--- config.mk ---
export PLATFORM = sky130hd
export DESIGN_NAME = srec_line_encoder_core
export DESIGN_NICKNAME = d
export VERILOG_FILES = /design/src/sv/srec_pkg.sv /design/src/sv/srec_line_encoder_core.sv
export SDC_FILE = /design/constraint.sdc
export NUM_CORES = 1
export LEC_CHECK = 0
export BUFFER_PORTS_ARGS = -buffer_cell sky130_fd_sc_hd__buf_4
export CELL_PAD_IN_SITES_DETAIL_PLACEMENT = 1
export CELL_PAD_IN_SITES_GLOBAL_PLACEMENT = 1
export CORE_MARGIN = 2
export CORE_UTILIZATION = 54
export CTS_CLUSTER_SIZE = 20
export DETAILED_ROUTE_END_ITERATION = 10
export PLACE_DENSITY = 0.95
export SLEW_MARGIN = 10
export SYNTH_ARGS = -nofsm -noshare
export SYNTH_HDL_FRONTEND = slang
export SYNTH_SLANG_ARGS = --single-unit
--- constraint.sdc ---
create_clock -name clock -period 12.3 [get_ports clock]
set_input_delay 2.46 -clock clock [delete_from_list [all_inputs] [get_ports clock]]
set_output_delay 2.46 -clock clock [all_outputs]
set_load 0.02 [all_outputs]
--- src/sv/srec_pkg.sv ---
// Shared types, codes and helpers for the S-record line encoder.
package srec_pkg;

   // Default number of data bytes held before a line is forced out
   localparam int RecordBytesDefault = 16;

   // Input operation codes
   typedef enum logic [1:0] {
      OP_START  = 2'd0,
      OP_DATA   = 2'd1,
      OP_LAST   = 2'd2,
      OP_FINISH = 2'd3
   } op_type;

   // Record type register codes (address width)
   localparam logic [1:0] TypeS1 = 2'd0;
   localparam logic [1:0] TypeS2 = 2'd1;
   localparam logic [1:0] TypeS3 = 2'd2;
   localparam logic [1:0] TypeUnused = 2'd3;

   // Register indexes
   localparam logic [0:0] RegRecordType  = 1'b0;
   localparam logic [0:0] RegBaseAddress = 1'b1;

   // ASCII characters
   localparam logic [7:0] CharS    = 8'h53;
   localparam logic [7:0] Char0    = 8'h30;
   localparam logic [7:0] Char1    = 8'h31;
   localparam logic [7:0] Char9    = 8'h39;
   localparam logic [7:0] CharUpA  = 8'h41;
   localparam logic [7:0] CharCr   = 8'h0D;
   localparam logic [7:0] CharLf   = 8'h0A;

   // Line sequencer phases
   typedef enum logic [3:0] {
      PH_IDLE,
      PH_S,
      PH_TYPE,
      PH_COUNT,
      PH_ADDR,
      PH_DATA,
      PH_CSUM,
      PH_CR,
      PH_LF
   } phase_type;

   // One nibble to an upper-case hex digit
   function automatic logic [7:0] hex_char(input logic [3:0] nib);
      logic [7:0] res;
      if (nib < 4'd10) begin
         res = Char0 + {4'h0, nib};
      end else begin
         res = CharUpA + {4'h0, nib} - 8'd10;
      end
      return res;
   endfunction

endpackage

--- src/sv/srec_line_encoder_core.sv ---
// S-record line encoder: byte buffer, line sequencer and character output register.
//
//  channel | ports                                    | direction
//  --------+------------------------------------------+----------
//  req     | req_valid/ready, operation, data_byte   | in
//  rsp     | rsp_valid/ready, character, line_end    | out
//  csr     | csr_we, csr_index, csr_wdata            | in
//
// A start, or a data byte that does not close a record, starts no line and leaves req_ready high.
// A closing byte or a finish starts a line of 2*N + 2*A + 8 characters
// (N data bytes, A = 2, 3 or 4 address bytes), one per unstalled cycle through the
// single character output register; the line sequencer holds req_ready low
// until the LF is loaded. rsp_ready low stalls the sequencer in place.
// Reset is synchronous; no clearing pass is needed after it.
module srec_line_encoder_core #(
   parameter int RECORD_BYTES = srec_pkg::RecordBytesDefault
) (
   input  logic        clock,
   input  logic        reset,
   // request channel
   input  logic        req_valid,
   output logic        req_ready,
   input  logic [1:0]  req_operation,
   input  logic [7:0]  req_data_byte,
   // response channel
   output logic        rsp_valid,
   input  logic        rsp_ready,
   output logic [7:0]  rsp_character,
   output logic        rsp_line_end,
   // configuration
   input  logic        csr_we,
   input  logic [0:0]  csr_index,
   input  logic [31:0] csr_wdata
);

   localparam int CntW = ($clog2(RECORD_BYTES + 1) > 3) ? $clog2(RECORD_BYTES + 1) : 3;
   localparam int IdxW = (RECORD_BYTES > 1) ? $clog2(RECORD_BYTES) : 1;

   // configuration registers
   logic [1:0]             record_type_ff;
   logic [31:0]            base_address_ff;

   // buffer and record state
   logic [7:0]             buf_ff [RECORD_BYTES];
   logic [CntW-1:0]        count_ff;
   logic [31:0]            running_ff;

   // line sequencer
   srec_pkg::phase_type    phase_ff, phase_in;
   logic                   nib_hi_ff, nib_hi_in;
   logic [CntW-1:0]        cnt_ff, cnt_in;
   logic [CntW-1:0]        ndata_ff;
   logic                   term_ff;
   logic [31:0]            addr_sh_ff;
   logic [7:0]             sum_ff;

   // output register
   logic                   rsp_valid_ff;
   logic [7:0]             rsp_character_ff;
   logic                   rsp_line_end_ff;

   logic                   req_fire;
   logic                   is_data;
   logic                   line_start;
   logic [CntW-1:0]        count_next;
   logic [1:0]             type_idx;
   logic                   emit_go;
   logic [7:0]             count_byte;
   logic [7:0]             cur_byte;
   logic [3:0]             cur_nib;
   logic [7:0]             cur_char;
   logic [31:0]            line_addr;
   logic [31:0]            aligned_addr;

   assign req_ready     = (phase_ff == srec_pkg::PH_IDLE);
   assign rsp_valid     = rsp_valid_ff;
   assign rsp_character = rsp_character_ff;
   assign rsp_line_end  = rsp_line_end_ff;

   // request decode
   assign req_fire   = req_valid && req_ready;
   assign is_data    = (req_operation == srec_pkg::OP_DATA) ||
                       (req_operation == srec_pkg::OP_LAST);
   assign count_next = count_ff + CntW'(1);
   assign line_start = req_fire &&
                       ((req_operation == srec_pkg::OP_FINISH) ||
                        (is_data && ((req_operation == srec_pkg::OP_LAST) ||
                                     (count_next == CntW'(RECORD_BYTES)))));

   // unused type code falls back to S1
   assign type_idx   = (record_type_ff == srec_pkg::TypeUnused) ? srec_pkg::TypeS1
                                                                : record_type_ff;
   assign emit_go    = (phase_ff != srec_pkg::PH_IDLE) && (!rsp_valid_ff || rsp_ready);
   assign count_byte = 8'(ndata_ff) + {6'h0, type_idx} + 8'd3;

   // left-align the printed address bytes
   assign line_addr = (req_operation == srec_pkg::OP_FINISH) ? 32'h0 : running_ff;
   always_comb begin
      case (type_idx)
         srec_pkg::TypeS1: aligned_addr = {line_addr[15:0], 16'h0};
         srec_pkg::TypeS2: aligned_addr = {line_addr[23:0], 8'h0};
         default:          aligned_addr = line_addr;
      endcase
   end

   // sequencer next state
   always_comb begin
      phase_in  = phase_ff;
      nib_hi_in = nib_hi_ff;
      cnt_in    = cnt_ff;
      if (phase_ff == srec_pkg::PH_IDLE) begin
         if (line_start) begin
            phase_in  = srec_pkg::PH_S;
            nib_hi_in = 1'b1;
         end
      end else if (emit_go) begin
         case (phase_ff)
            srec_pkg::PH_S: begin
               phase_in = srec_pkg::PH_TYPE;
            end
            srec_pkg::PH_TYPE: begin
               phase_in  = srec_pkg::PH_COUNT;
               nib_hi_in = 1'b1;
            end
            srec_pkg::PH_COUNT: begin
               nib_hi_in = !nib_hi_ff;
               if (!nib_hi_ff) begin
                  phase_in = srec_pkg::PH_ADDR;
                  cnt_in   = CntW'(type_idx) + CntW'(1);
               end
            end
            srec_pkg::PH_ADDR: begin
               nib_hi_in = !nib_hi_ff;
               if (!nib_hi_ff) begin
                  if (cnt_ff != '0) begin
                     cnt_in = cnt_ff - CntW'(1);
                  end else if (ndata_ff == '0) begin
                     phase_in = srec_pkg::PH_CSUM;
                  end else begin
                     phase_in = srec_pkg::PH_DATA;
                     cnt_in   = '0;
                  end
               end
            end
            srec_pkg::PH_DATA: begin
               nib_hi_in = !nib_hi_ff;
               if (!nib_hi_ff) begin
                  cnt_in = cnt_ff + CntW'(1);
                  if (cnt_ff + CntW'(1) == ndata_ff) begin
                     phase_in = srec_pkg::PH_CSUM;
                  end
               end
            end
            srec_pkg::PH_CSUM: begin
               nib_hi_in = !nib_hi_ff;
               if (!nib_hi_ff) begin
                  phase_in = srec_pkg::PH_CR;
               end
            end
            srec_pkg::PH_CR: begin
               phase_in = srec_pkg::PH_LF;
            end
            srec_pkg::PH_LF: begin
               phase_in = srec_pkg::PH_IDLE;
            end
            default: begin
               phase_in = srec_pkg::PH_IDLE;
            end
         endcase
      end
   end

   // character for the current phase
   always_comb begin
      case (phase_ff)
         srec_pkg::PH_COUNT: cur_byte = count_byte;
         srec_pkg::PH_ADDR:  cur_byte = addr_sh_ff[31:24];
         srec_pkg::PH_DATA:  cur_byte = buf_ff[cnt_ff[IdxW-1:0]];
         srec_pkg::PH_CSUM:  cur_byte = ~sum_ff;
         default:            cur_byte = 8'h00;
      endcase
      cur_nib = nib_hi_ff ? cur_byte[7:4] : cur_byte[3:0];
      case (phase_ff)
         srec_pkg::PH_S:     cur_char = srec_pkg::CharS;
         srec_pkg::PH_TYPE:  cur_char = term_ff ? (srec_pkg::Char9 - {6'h0, type_idx})
                                                : (srec_pkg::Char1 + {6'h0, type_idx});
         srec_pkg::PH_COUNT,
         srec_pkg::PH_ADDR,
         srec_pkg::PH_DATA,
         srec_pkg::PH_CSUM:  cur_char = srec_pkg::hex_char(cur_nib);
         srec_pkg::PH_CR:    cur_char = srec_pkg::CharCr;
         srec_pkg::PH_LF:    cur_char = srec_pkg::CharLf;
         default:            cur_char = 8'h00;
      endcase
   end

   // control registers
   always_ff @(posedge clock) begin
      if (reset) begin
         phase_ff        <= srec_pkg::PH_IDLE;
         nib_hi_ff       <= 1'b1;
         cnt_ff          <= '0;
         rsp_valid_ff    <= 1'b0;
         count_ff        <= '0;
         running_ff      <= 32'h0;
         record_type_ff  <= srec_pkg::TypeS1;
         base_address_ff <= 32'h0;
      end else begin
         phase_ff  <= phase_in;
         nib_hi_ff <= nib_hi_in;
         cnt_ff    <= cnt_in;

         // output slot: load on emit, free on transfer
         if (emit_go) begin
            rsp_valid_ff <= 1'b1;
         end else if (rsp_ready) begin
            rsp_valid_ff <= 1'b0;
         end

         // buffered count and running address
         if (req_fire) begin
            if (req_operation == srec_pkg::OP_START) begin
               running_ff <= base_address_ff;
               count_ff   <= '0;
            end else if (line_start) begin
               count_ff <= '0;
               if (is_data) begin
                  running_ff <= running_ff + 32'(count_next);
               end
            end else begin
               count_ff <= count_next;
            end
         end

         // configuration writes
         if (csr_we) begin
            case (csr_index)
               srec_pkg::RegRecordType:  record_type_ff  <= csr_wdata[1:0];
               srec_pkg::RegBaseAddress: base_address_ff <= csr_wdata;
               default: ;
            endcase
         end
      end
   end

   // payload registers
   always_ff @(posedge clock) begin
      if (req_fire && is_data) begin
         buf_ff[count_ff[IdxW-1:0]] <= req_data_byte;
      end

      if (emit_go) begin
         rsp_character_ff <= cur_char;
         rsp_line_end_ff  <= (phase_ff == srec_pkg::PH_LF);
      end

      // latch line context; checksum adder runs on each high nibble of count, address and data
      if (line_start) begin
         term_ff    <= (req_operation == srec_pkg::OP_FINISH);
         ndata_ff   <= is_data ? count_next : '0;
         addr_sh_ff <= aligned_addr;
         sum_ff     <= 8'h00;
      end else if (emit_go) begin
         if (nib_hi_ff && ((phase_ff == srec_pkg::PH_COUNT) ||
                           (phase_ff == srec_pkg::PH_ADDR) ||
                           (phase_ff == srec_pkg::PH_DATA))) begin
            sum_ff <= sum_ff + cur_byte;
         end
         if (!nib_hi_ff && (phase_ff == srec_pkg::PH_ADDR)) begin
            addr_sh_ff <= {addr_sh_ff[23:0], 8'h00};
         end
      end
   end

   // buffer never holds a full record while waiting for input
   a_count_bound: assert property (@(posedge clock) disable iff (reset)
      count_ff < CntW'(RECORD_BYTES))
      else $error("buffered count reached record size while idle");

   // a line always begins with S after the previous LF
   a_s_after_lf: assert property (@(posedge clock) disable iff (reset)
      rsp_valid && rsp_ready && rsp_line_end |=> !rsp_valid || rsp_character == srec_pkg::CharS)
      else $error("line did not start with S");

   // line end marks exactly the LF character
   a_line_end_lf: assert property (@(posedge clock) disable iff (reset)
      rsp_valid && rsp_line_end |-> rsp_character == srec_pkg::CharLf)
      else $error("line end flagged on a character other than LF");

   // no new line starts while a line is still being sequenced
   a_no_overlap: assert property (@(posedge clock) disable iff (reset)
      phase_ff != srec_pkg::PH_IDLE |-> !req_fire)
      else $error("request taken during line output");

endmodule

# == Yosys cells after proc, flatten, opt, wreduce, memory -nomap -nowiden ==
# Memory sizes are Yosys's and may differ from the RTL's. A register that Yosys moved wholly into a read port is not among the register bits.
# Index checks and enable logic that the tools add are counted.
# Widths: inputs -> output; s select.
# totals
reg_bits,137
output_inout_bits,11
mem_count,1
input_bits,48
mem_bits_rw,128
wordCells,139
# memory_table
name,depth,width,rd,rd_clocked_by_memory_dff,write_ports,line_no,text
buf_ff,16,8,1,1,1,srec_line_encoder_core.sv:44,logic [7:0] buf_ff [RECORD_BYTES];
# op_classes
muxes,43
reduce_logical,38
magnitude_cmp,1
eq_ne,26
n_bitwise,3
addsub,13
# ops
operator,count
$mux 32,7
$pmux 32 s2,1
$mux 4,12
$pmux 8 s5,1
$mux 5,7
$add 32x5->32,1
$pmux 8 s4,1
$pmux 4 s7,1
$ne 3x3->1 const B,7
$eq 4x3->1 const B,4
$mux 8,2
$pmux 5 s3,1
$reduce_bool 2->1,6
$add 5x1->5 const B,2
$add 7x4->8 const A,1
$add 8x8->8,1
$eq 4x2->1 const B,2
$not 8->8,1
$reduce_and 2->1,4
$reduce_and 8->1,1
$sub 8x4->8 const B,1
$add 6x2->7 const A,1
$add 6x2->7 const B,1
$add 6x4->7 const A,1
other kinds (29),57

# == Logic depth before layout (Yosys ltp) ==
# Gate-level depths: netlist of the first run.
# depth
ltp_word,10
depth_mapped,22
depth_no_buf,20

# == Worst setup path before layout of the first run ==
# No wires, ideal clock.
# synth_path
path_type,input -> register
from,in rsp_ready
to,reg addr_sh_ff[0] (enable)
arrival_time_ns,5.278
t_required_ns,11.830
path_buffers,0
stages,3
setup_ns,0.470
path_slack_ns,6.552
path_cell_list,nor2b_1 -> or2_2 -> o31ai_1
# synth_between
elab_chain_len,4
# synth_lines
element,line_no,text
"start, declared",srec_line_encoder_core.sv:27,"input logic rsp_ready,"
$logic_or 1x1->1,srec_line_encoder_core.sv:93,assign emit_go = (phase_ff != srec_pkg::PH_IDLE) && (!rsp_valid_ff || rsp_ready);
$logic_and 1x1->1,srec_line_encoder_core.sv:93,
$reduce_bool 2->1 (no source line),--,
$reduce_and 2->1 (no source line),--,
"end signal, assigned",srec_line_encoder_core.sv:261,addr_sh_ff <= aligned_addr;
"end signal, assigned",srec_line_encoder_core.sv:270,"addr_sh_ff <= {addr_sh_ff[23:0], 8'h00};"
"end, declared",srec_line_encoder_core.sv:54,logic [31:0] addr_sh_ff;
# No other way between the ends.
# A chain may end at the register's enable or synchronous reset.

# == Worst setup path after layout of the first run ==
# layout_path
from,reg record_type_ff[0]
to,reg sum_ff[7]
# layout_between
elab_chain_len,6
# layout_lines
element,line_no,text
"start, declared",srec_line_encoder_core.sv:40,logic [1:0] record_type_ff;
"start signal, assigned",srec_line_encoder_core.sv:206,record_type_ff <= srec_pkg::TypeS1;
"start signal, assigned",srec_line_encoder_core.sv:238,srec_pkg::RegRecordType: record_type_ff <= csr_wdata[1:0];
$eq 2x2->1,srec_line_encoder_core.sv:91,assign type_idx = (record_type_ff == srec_pkg::TypeUnused) ? srec_pkg::TypeS1
$mux 2 *,srec_line_encoder_core.sv:91,
$add 5x2->6 *,srec_line_encoder_core.sv:94,"assign count_byte = 8'(ndata_ff) + {6'h0, type_idx} + 8'd3;"
$add 6x2->7 *,srec_line_encoder_core.sv:94,
$pmux 8 s4 *,srec_line_encoder_core.sv:175,case (phase_ff)
$add 8x8->8 *,srec_line_encoder_core.sv:267,sum_ff <= sum_ff + cur_byte;
"end signal, assigned",srec_line_encoder_core.sv:267,
"end, declared",srec_line_encoder_core.sv:55,logic [7:0] sum_ff;
# Every way passes the cells marked *; elsewhere a longest branch is shown, timed or not.

==> results.txt, run 1 <==
status: finished clean
largest area contributor in the netlist: edfxtp_1
CP startpoint kind: flop
Ports: 59
Post-Syn Instances: 1203
Post-CTS Resized: 0
CORE AREA: 24180 µm²
placed cell area: 13770 µm²
setup_tns: 0 ns
post-DP HPWL: 27.97 mm
LEAKAGE: 5.089 nW
Clock Latency Late Sink: 0.56 ns
Setup CP Type: reg -> reg
cts hold-fix bufs: 0
most numerous cell in the Yosys netlist: edfxtp_1
Syn Area/Cell: 10.99 µm²
CTS H-tree lvls: 1
port bufs: 57
initial core utilization: 0.5470
switch share: 0.2824
cell area after layout: 14660 µm²
Slew @ Worst Pin: 1.231 ns
crit-path cells: inv_1 > ha_1 > inv_1 > ha_1 > inv_1 > ha_1 > inv_1 > fa_1 > xor2_1 > nor2_1 > or4_1 > a221o_1 > ha_1 > o21ai_0 > o21bai_1 > a21o_1 > a2111oi_2 > o211ai_1 > nand4_1 > nand2b_1
CP max FO: 24
DIE AREA: 25760 µm²
yosys warns: 0
sequential share of the synthesized area: 0.5374
total iterations of the first detailed-routing run: 8
Clock power frac: 0.376
Internal Dissipation: 1.609 mW
Flop pwr share: 0.469
Max Clock Freq: 0.1756 GHz
Die W: 160.5 µm
slew margin rel.: 0.1784
routed len/inst: 29.72 µm
fin crit share: 0.4629
Global Route Usage Sum: 0.3544
Max-Cap Viols: 0
Chip Height: 160.5 µm
CP max stage cell: ha_1
# rows: 57
gpl congestion: 0.9156
Clock Pin Slew Worst Setup and Hold Paths: 0.06 ns
synth top area cells: edfxtp_1 (40%), dfxtp_1 (14%), nand2_1 (4.0%), a21oi_1 (3.7%), mux4_2 (3.6%)
Crit. End Element: flop
CTS tree: yes
post-CTS setup repair buffer count: 0
vias in the first global route: 11330
Distinct cells, synth: 82
critical path's largest stage delay: 0.73 ns
Num CTS Buffers: 28
syn nets: 1281
WP data arrival: 6.14 ns
peak supply drop: 0.1466 mV
Vias/cell: 7.212
sw power: 633.4 µW
Final Hold Vio Count: 0
initial antenna violation count: 0
Main synth FF type: edfxtp_1
Detailed Route Iter0 Violations: 1804
clock tree sinks: 268
Async SR Flop Fraction: 0
RSZ-0062 raised after global routing: no
Slew Limit Fails: 0
Syn-to-layout area delta: 10.81%
largest net degree at the start of global routing: 81
DRC viols: 0
Routed WL: 46.31 mm
fin nets: 1290
Yosys reg bits: 268
worst min path class: reg -> reg
vias post-DR: 11240
minimum clock period: 5.694 ns
# setup viols final: 0
Data required, critical path: 12.75 ns
layout cells sized above 1: 0.1264
logic gate share of total power: 0.155
Setup Skew: 0.02108 ns
post-route ant nets: 0
first-pass GRT wire length: 69.95 mm
Mapped Area: 13230 µm²
clock root buffer: clkbuf_16
Post-synth top cells: edfxtp_1 (174), nand2_1 (140), a21oi_1 (98), dfxtp_1 (94), clkbuf_1 (73)
area share of the leading cell type in the synthesized netlist: 0.3951
CTS Buffer Depth: 3
pwr/cell area: 153.0 nW/µm²
Inserted Diodes: 0
overflow left after global routing: 0
EDFF count, synth: 174
## worst max-delay path, delay by kind of cell, from the launching register on
kind / cells / cell delay, ns
AOI/OAI and AO/OA: 6 / 1.36
buffers and inverters: 4 / 0.80
and+or+nand+nor: 4 / 0.80
xor gates and xnor gates: 1 / 0.19
adders and majority gates: 5 / 2.08
DFF: 1 / 0.36
## power by group through the flow
| stage | Combinational, mW | Sequential (mW) | Clock (mW) |
|---|---|---|---|
| after floorplan | 0.197 | 1.06 | 0 |
| after global placement | 0.301 | 1.06 | 0 |
| after detailed placement | 0.323 | 1.07 | 0 |
| after CTS | 0.337 | 1.05 | 0.837 |
| after global routing | 0.366 | 1.05 | 0.866 |
| final | 0.347 | 1.05 | 0.844 |
## layout make-up
type,count,area [µm²]
fill,2450,9522
sequential,268,7108
multi-input combinational,807,5583
clock buffer,46,829.5
timing repair buffer,73,548.0
tap,324,405.4
inverter,34,127.6
clock inverter,6,53.80
## routing by layer
metal | share of wire | track usage | vias to the layer above
li1 | - | - | 4578
met1 | 0.37 | 0.4596 | 5421
met2 | 0.46 | 0.5666 | 997
met3 | 0.11 | 0.07154 | 241
met5 | 0 | 0 | -
met4 | 0.061 | 0.1867 | 0
## per-stage QoR
| step | power, mW | hold WS (ns) | utilization | setup WS, ns | std cells |
|---|---|---|---|---|---|
| global route | 2.287 | 0.4978 | 0.6062 | 6.325 | 1558 |
| floorplan | 1.259 | 0.4313 | - | 6.552 | 1203 |
| detailed placement | 1.389 | 0.4512 | 0.5696 | 6.792 | 1506 |
| global placement | 1.362 | 0.4390 | 0.5696 | 7.061 | 1506 |
| CTS | 2.223 | 0.4633 | 0.6062 | 6.753 | 1558 |
| finish | 2.243 | 0.4683 | 0.6062 | 6.606 | 1558 |
## final timing paths
path | startpoint | endpoint | slack [ns] | cells after the start
min | base_address_ff[5]$_SDFFE_PP0P_ | base_address_ff[5]$_SDFFE_PP0P_ | 0.47 | 2
max reg2reg | record_type_ff[0]$_SDFFE_PP0P_ | sum_ff[7]$_SDFFE_PP0P_ | 6.61 | 20
min reg2reg | base_address_ff[5]$_SDFFE_PP0P_ | base_address_ff[5]$_SDFFE_PP0P_ | 0.47 | 2
max | record_type_ff[0]$_SDFFE_PP0P_ | sum_ff[7]$_SDFFE_PP0P_ | 6.61 | 20
## kinds of logic after synthesis
family                     count (synthesis)  synth area share
and+or+nand+nor                          401            0.1535
AOI/OAI and AO/OA                        314            0.1582
muxes                                     47           0.06944
DFF                                      268            0.5374
other                                      1         0.0002835
buffers and inverters                    128           0.04191
adders and majority gates                 30           0.03009
xor gates and xnor gates                  14          0.009272
## sequential cells by signal (all words and copies together), names as in the netlist, named ones only
signal and flops:
base_address_ff 32, count_ff 5, nib_hi_ff 1, running_ff 32, term_ff 1, addr_sh_ff 32, rsp_valid 1, sum_ff 8
buf_ff 128, phase_ff 4, rsp_character 7, cnt_ff 5, rsp_line_end 1, ndata_ff 5, record_type_ff 2
## placed cells by master (no fill, tap or decap), drive strengths merged, types with 10 or more instances in the layout
cell type / synthesis / final
a31oi: 11 / 11
nor3: 24 / 24
edfxtp: 174 / 174
and2: 14 / 14
dfxtp: 94 / 94
nand4: 13 / 13
nand2: 140 / 140
and3: 26 / 26
mux4: 32 / 32
clkbuf: 73 / 46
nor2b: 11 / 11
mux2i: 10 / 10
ha: 27 / 27
nand3: 31 / 31
a21oi: 99 / 99
nand2b: 17 / 17
inv: 34 / 34
o21ai: 53 / 53
o31ai: 24 / 24
a221o: 22 / 22
nor4b: 10 / 10
nor2: 69 / 69
buf: 21 / 73
a211oi: 21 / 21
No activity file was read; power rests on OpenSTA's default activity.
==> run 2, diff against run 1 <==
CORE_UTILIZATION = 50   (was 54)
PLACE_DENSITY = 0.92   (was 0.95)
clock period = 5.8 ns   (was 12.3 ns; I/O delays follow)
==> run 2 against run 1 <==
Net effect: cell area grew 0.46%; first-iteration DRC count down 24%; global-route usage is 4.8 points lower.
==> results.txt, run 2 (synthesized netlist as in run 1, its figures left out) <==
status: finished clean
most common cell after layout, fill and taps aside: edfxtp_1
Power Total: 4.750 mW (+110%)
fillcell total: 2719 (+11%)
switch share: 0.2841 (+0.001757)
critical path's most frequent cell: ha_1
clock tree sinks: 268 (unchanged)
hold slack final: 0.4508 ns (-0.01744 ns)
Clock Latency Late Sink: 0.57 ns (about the same)
layout cells sized above 1: 0.1359 (+0.009504)
Final Hold Vio Count: 0 (unchanged)
Global Route Usage Sum: 0.3068 (-0.04758)
cts hold-fix bufs: 0 (unchanged)
# setup viols final: 0 (unchanged)
# rows: 59 (+3.5%)
CP max stage cell: or4_1
Post-CTS Resized: 0 (unchanged)
Syn-to-layout area delta: 11.32%
fin crit share: 0.8475 (+0.3846)
WP data arrival: 5.36 ns (-0.78 ns)
Data required, critical path: 6.25 ns (-6.50 ns)
flip-flop count of the largest register after layout: 128 (unchanged)
CP max FO: 23 (-4.2%)
overflow left after global routing: 0 (unchanged)
Num CTS Buffers: 28 (unchanged)
CTS H-tree lvls: 1 (unchanged)
logic gate share of total power: 0.145 (-0.010)
CORE AREA: 25980 µm² (+7.5%)
sw power: 1.350 mW (+110%)
CP startpoint kind: flop
Max Clock Freq: 0.2034 GHz (+16%)
Die W: 166.6 µm (+3.8%)
port bufs: 57 (unchanged)
Placed Instances: 1519 (+0.86%)
DIE AREA: 27770 µm² (+7.8%)
Ports: 59 (unchanged)
minimum clock period: 4.916 ns (-0.7784 ns)
setup_tns: 0 ns (unchanged)
Slew @ Worst Pin: 1.100 ns (-0.1313 ns)
Chip Height: 166.6 µm (+3.8%)
DRC viols: 0 (unchanged)
CTS tree: yes
most frequent cells in the layout: edfxtp_1 (174), nand2_1 (139), a21oi_1 (98), dfxtp_1 (93), buf_4 (75)
pwr/cell area: 322.7 nW/µm² (+110%)
Setup CP Type: reg -> reg
Clock Pin Slew Worst Setup and Hold Paths: 0.07 ns (about the same)
routed len/inst: 27.13 µm (-8.7%)
crit-path cells: ha_1 > buf_4 > inv_1 > ha_1 > inv_1 > ha_1 > inv_1 > fa_1 > xor2_1 > nor2_1 > or4_1 > a221o_1 > ha_1 > o21ai_0 > o21bai_1 > a21o_1 > a2111oi_2 > o211ai_1 > nand4_1 > nand2b_1
Vias/cell: 6.841 (-5.2%)
Routed WL: 42.65 mm (-7.9%)
Worst Path Buf+Inv: 4 (unchanged)
Clock power frac: 0.382 (+0.006)
CP delay by family, top: adder cells
worst min path class: reg -> reg
Setup Skew: 0.01819 ns (-0.002892 ns)
post-DP HPWL: 26.73 mm (-4.4%)
first-pass GRT wire length: 66.91 mm (-4.3%)
LEAKAGE: 5.118 nW (+0.58%)
Detailed Route Iter0 Violations: 1365 (-24%)
Non-Filler Instances: 1572 (+0.90%)
RSZ-0062 raised after global routing: no
Max-Cap Viols: 0 (unchanged)
clock root buffer: clkbuf_16
Internal Dissipation: 3.401 mW (+110%)
Slew Limit Fails: 0 (unchanged)
post-CTS setup repair buffer count: 0 (unchanged)
initial antenna violation count: 0 (unchanged)
slew margin rel.: 0.2650 (+0.08666)
Finished Core Util: 0.5666 (-0.03958)
CTS Buffer Depth: 3 (unchanged)
largest net degree at the start of global routing: 81 (unchanged)
vias post-DR: 10750 (-4.3%)
vias in the first global route: 11230 (-0.81%)
initial core utilization: 0.5090 (-0.03806)
Crit. End Element: flop
critical path's largest stage delay: 0.56 ns (-0.17 ns)
peak supply drop: 0.2090 mV (+43%)
Flop pwr share: 0.473 (+0.004)
gpl congestion: 0.8843 (-3.4%)
post-route ant nets: 0 (unchanged)
fin nets: 1292 (+0.16%)
total iterations of the first detailed-routing run: 6 (-2)
run 2: cell type report:
| cell class | instances | area, µm² | area share |
|---|---|---|---|
| Sequential cell | 268 | 7108 | 0.4828 |
| Multi-Input combinational cell | 807 | 5593 | 0.3799 |
| Clock buffer | 37 | 795.8 | 0.05405 |
| Timing Repair Buffer | 75 | 563.0 | 0.03824 |
| Tap cell | 335 | 419.2 | 0.02847 |
| Inverter | 34 | 127.6 | 0.008668 |
| Clock inverter | 15 | 113.9 | 0.007733 |
| Antenna cell | 1 | 2.502 | 0.0001700 |
run 2: layer usage:
layer  share of wire  vias up  GRT usage
met4           0.049        0     0.1308
met1            0.38     5294     0.3950
met3           0.089      194    0.05751
met2            0.48      684     0.5108
li1                -     4582          -
met5               0        -          0
run 2: path summary, 6_finish.rpt:
path,from,end,slack [ns],cells after the start
max,record_type_ff[1]$_SDFFE_PP0P_,sum_ff[7]$_SDFFE_PP0P_,0.88,20
min,base_address_ff[13]$_SDFFE_PP0P_,base_address_ff[13]$_SDFFE_PP0P_,0.45,2
min reg2reg,base_address_ff[13]$_SDFFE_PP0P_,base_address_ff[13]$_SDFFE_PP0P_,0.45,2
max reg2reg,record_type_ff[1]$_SDFFE_PP0P_,sum_ff[7]$_SDFFE_PP0P_,0.88,20
run 2: worst reg2reg max path, delay by kind of cell (launching register included):
kind	cells	cell delay [ns]
flip-flops	1	0.43
adder cells (fa/ha/maj)	5	1.41
AO/OA/AOI/OAI	6	1.37
AND/OR/NAND/NOR	4	0.84
XOR/XNOR	1	0.18
buffers and inverters	4	0.59
run 2: through the flow:
step,instance area [µm²],setup WS [ns]
detailed placement,13800,1.152
global placement,13800,1.393
CTS,14710,0.9782
global route,14720,0.7090
floorplan,13230,1.201
finish,14720,0.8842
run 2: power groups by stage:
stage / registers (mW) / clock network (mW) / logic (mW)
after global placement: 2.27 / 0 / 0.611
after detailed placement: 2.28 / 0 / 0.656
after global routing: 2.26 / 1.89 / 0.738
after CTS: 2.24 / 1.81 / 0.674
final: 2.25 / 1.82 / 0.687
after floorplan: 2.25 / 0 / 0.419
==> run 3, diff against run 2 <==
clock period = 5 ns   (was 5.8 ns; I/O delays follow)
==> run 3 against run 2 <==
Net effect: critical path depth unchanged; global-route usage rose by 0.25 points; core utilization grew 0.42 points; worst setup slack worse by 0.57 ns; clock power increased by 22%; non-clock buffer count increased by 7; critical endpoint unchanged; sequential share of layout area fell by 0.35 points; critical path type unchanged; hold slack better by 0.0020 ns; sequential cell count unchanged; largest cell class unchanged; sequential power is 15% higher.
==> results.txt, run 3 (synthesized netlist as in run 1, its figures left out) <==
status: finished clean
port bufs: 57 (unchanged)
Clock Latency Late Sink: 0.58 ns (about the same)
Slew @ Worst Pin: 1.108 ns (+0.007743 ns)
layout cells sized above 1: 0.1430 (+0.007050)
Crit. End Element: flop
Die W: 166.6 µm (unchanged)
initial antenna violation count: 0 (unchanged)
minimum clock period: 4.686 ns (-0.2293 ns)
LEAKAGE: 5.162 nW (+0.85%)
Clock power frac: 0.394 (+0.012)
vias in the first global route: 11290 (+0.52%)
fin nets: 1300 (+0.62%)
routed len/inst: 27.48 µm (+1.3%)
Inserted Diodes: 0 (-1)
largest net degree at the start of global routing: 81 (unchanged)
Final Hold Vio Count: 0 (unchanged)
DIE AREA: 27770 µm² (unchanged)
total iterations of the first detailed-routing run: 6 (unchanged)
fin crit share: 0.9373 (+0.08974)
CTS tree: yes
CTS H-tree lvls: 1 (unchanged)
clock root buffer: clkbuf_16
Max Clock Freq: 0.2134 GHz (+4.9%)
hold slack final: 0.4528 ns (+0.002016 ns)
Detailed Route Iter0 Violations: 1403 (+2.8%)
Data required, critical path: 5.44 ns (-0.81 ns)
Post-CTS Resized: 0 (unchanged)
sw power: 1.616 mW (+20%)
most common cell after layout, fill and taps aside: edfxtp_1
clock tree sinks: 268 (unchanged)
crit-path cells: inv_1 > ha_1 > inv_1 > ha_1 > inv_1 > ha_1 > inv_1 > fa_1 > xor2_1 > nor2_1 > or4_1 > a221o_1 > ha_1 > o21ai_0 > o21bai_1 > a21o_1 > a2111oi_2 > o211ai_1 > nand4_1 > nand2b_1
overflow left after global routing: 0 (unchanged)
post-CTS setup repair buffer count: 0 (unchanged)
Flop pwr share: 0.459 (-0.014)
post-route ant nets: 0 (unchanged)
CORE AREA: 25980 µm² (unchanged)
Finished Core Util: 0.5708 (+0.004189)
DRC viols: 0 (unchanged)
Setup CP Type: reg -> reg
Slew Limit Fails: 0 (unchanged)
Chip Height: 166.6 µm (unchanged)
Global Route Usage Sum: 0.3093 (+0.002490)
RSZ-0062 raised after global routing: no
first-pass GRT wire length: 67.81 mm (+1.3%)
Max-Cap Viols: 0 (unchanged)
Num CTS Buffers: 29 (+3.6%)
Non-Filler Instances: 1580 (+0.51%)
slew margin rel.: 0.2616 (-0.003387)
WP data arrival: 5.13 ns (-0.23 ns)
Placed Instances: 1526 (+0.46%)
most frequent cells in the layout: edfxtp_1 (174), nand2_1 (139), a21oi_1 (98), dfxtp_1 (93), buf_4 (82)
CP delay by family, top: compound AO/OA/AOI/OAI gates
CTS Buffer Depth: 3 (unchanged)
Vias/cell: 6.895 (+0.79%)
logic gate share of total power: 0.147 (+0.002)
Setup Skew: 0.02827 ns (+0.01009 ns)
setup_tns: 0 ns (unchanged)
worst slack at placement: 0.5135 ns (-0.6383 ns)
CP max stage cell: or4_1
Routed WL: 43.43 mm (+1.8%)
Clock Pin Slew Worst Setup and Hold Paths: 0.07 ns (about the same)
gpl congestion: 0.8795 (-0.54%)
pwr/cell area: 380.8 nW/µm² (+18%)
peak supply drop: 0.2536 mV (+21%)
# setup viols final: 0 (unchanged)
switch share: 0.2861 (+0.001980)
cts hold-fix bufs: 0 (unchanged)
vias post-DR: 10890 (+1.3%)
Syn-to-layout area delta: 12.15%
flip-flop count of the largest register after layout: 128 (unchanged)
worst min path class: reg -> reg
critical path's largest stage delay: 0.57 ns (about the same)
initial core utilization: 0.5090 (unchanged)
# rows: 59 (unchanged)
Worst Path Buf+Inv: 4 (unchanged)
CP max FO: 3 (-87%)
Ports: 59 (unchanged)
CP startpoint kind: flop
setup ws final: 0.3136 ns (-0.5707 ns)
Internal Dissipation: 4.032 mW (+19%)
post-DP HPWL: 27.61 mm (+3.3%)
==> run 3: power by group through the flow <==
stage / combinational [mW] / sequential [mW] / clock [mW]
2_1_floorplan: 0.486 / 2.61 / 0
3_3_place_gp: 0.739 / 2.62 / 0
3_5_place_dp: 0.792 / 2.63 / 0
4_1_cts: 0.816 / 2.59 / 2.22
5_1_grt: 0.890 / 2.60 / 2.32
6_report: 0.833 / 2.59 / 2.22
==> run 3: layer usage <==
layer  wire [µm]  global-route usage
met1       16240              0.3894
met2       20850              0.5131
met3        3846             0.06012
met4        2491              0.1525
met5           0                   0
==> run 3: final cells by class <==
type                       instances  area [µm²]
fill                            2684       11150
sequential                       268        7108
multi-input combinational        807        5587
clock buffer                      34       754.5
timing repair buffer              82       615.6
tap                              335       419.2
clock inverter                    20       220.2
inverter                          34       127.6
==> run 3: worst min-delay path, delay by kind of cell (launching register included) <==
kind | cells | cell delay [ns]
DFF | 1 | 0.30
and+or+nand+nor | 1 | 0.05
AOI/OAI and AO/OA | 1 | 0.05
==> run 3: path summary, 6_finish.rpt <==
path                                     from                          endpoint  slack, ns  cells past startpoint
min          base_address_ff[28]$_SDFFE_PP0P_  base_address_ff[28]$_SDFFE_PP0P_       0.45                      2
max reg2reg    record_type_ff[0]$_SDFFE_PP0P_            sum_ff[7]$_SDFFE_PP0P_       0.31                     20
max            record_type_ff[0]$_SDFFE_PP0P_            sum_ff[7]$_SDFFE_PP0P_       0.31                     20
min reg2reg  base_address_ff[28]$_SDFFE_PP0P_  base_address_ff[28]$_SDFFE_PP0P_       0.45                      2
==> run 3: metrics by stage <==
step                cell area [µm²]  power [mW]
global placement              13860       3.356
finish                        14830       5.648
detailed placement            13860       3.423
global route                  14830       5.805
floorplan                     13230       3.096
CTS                           14830       5.627
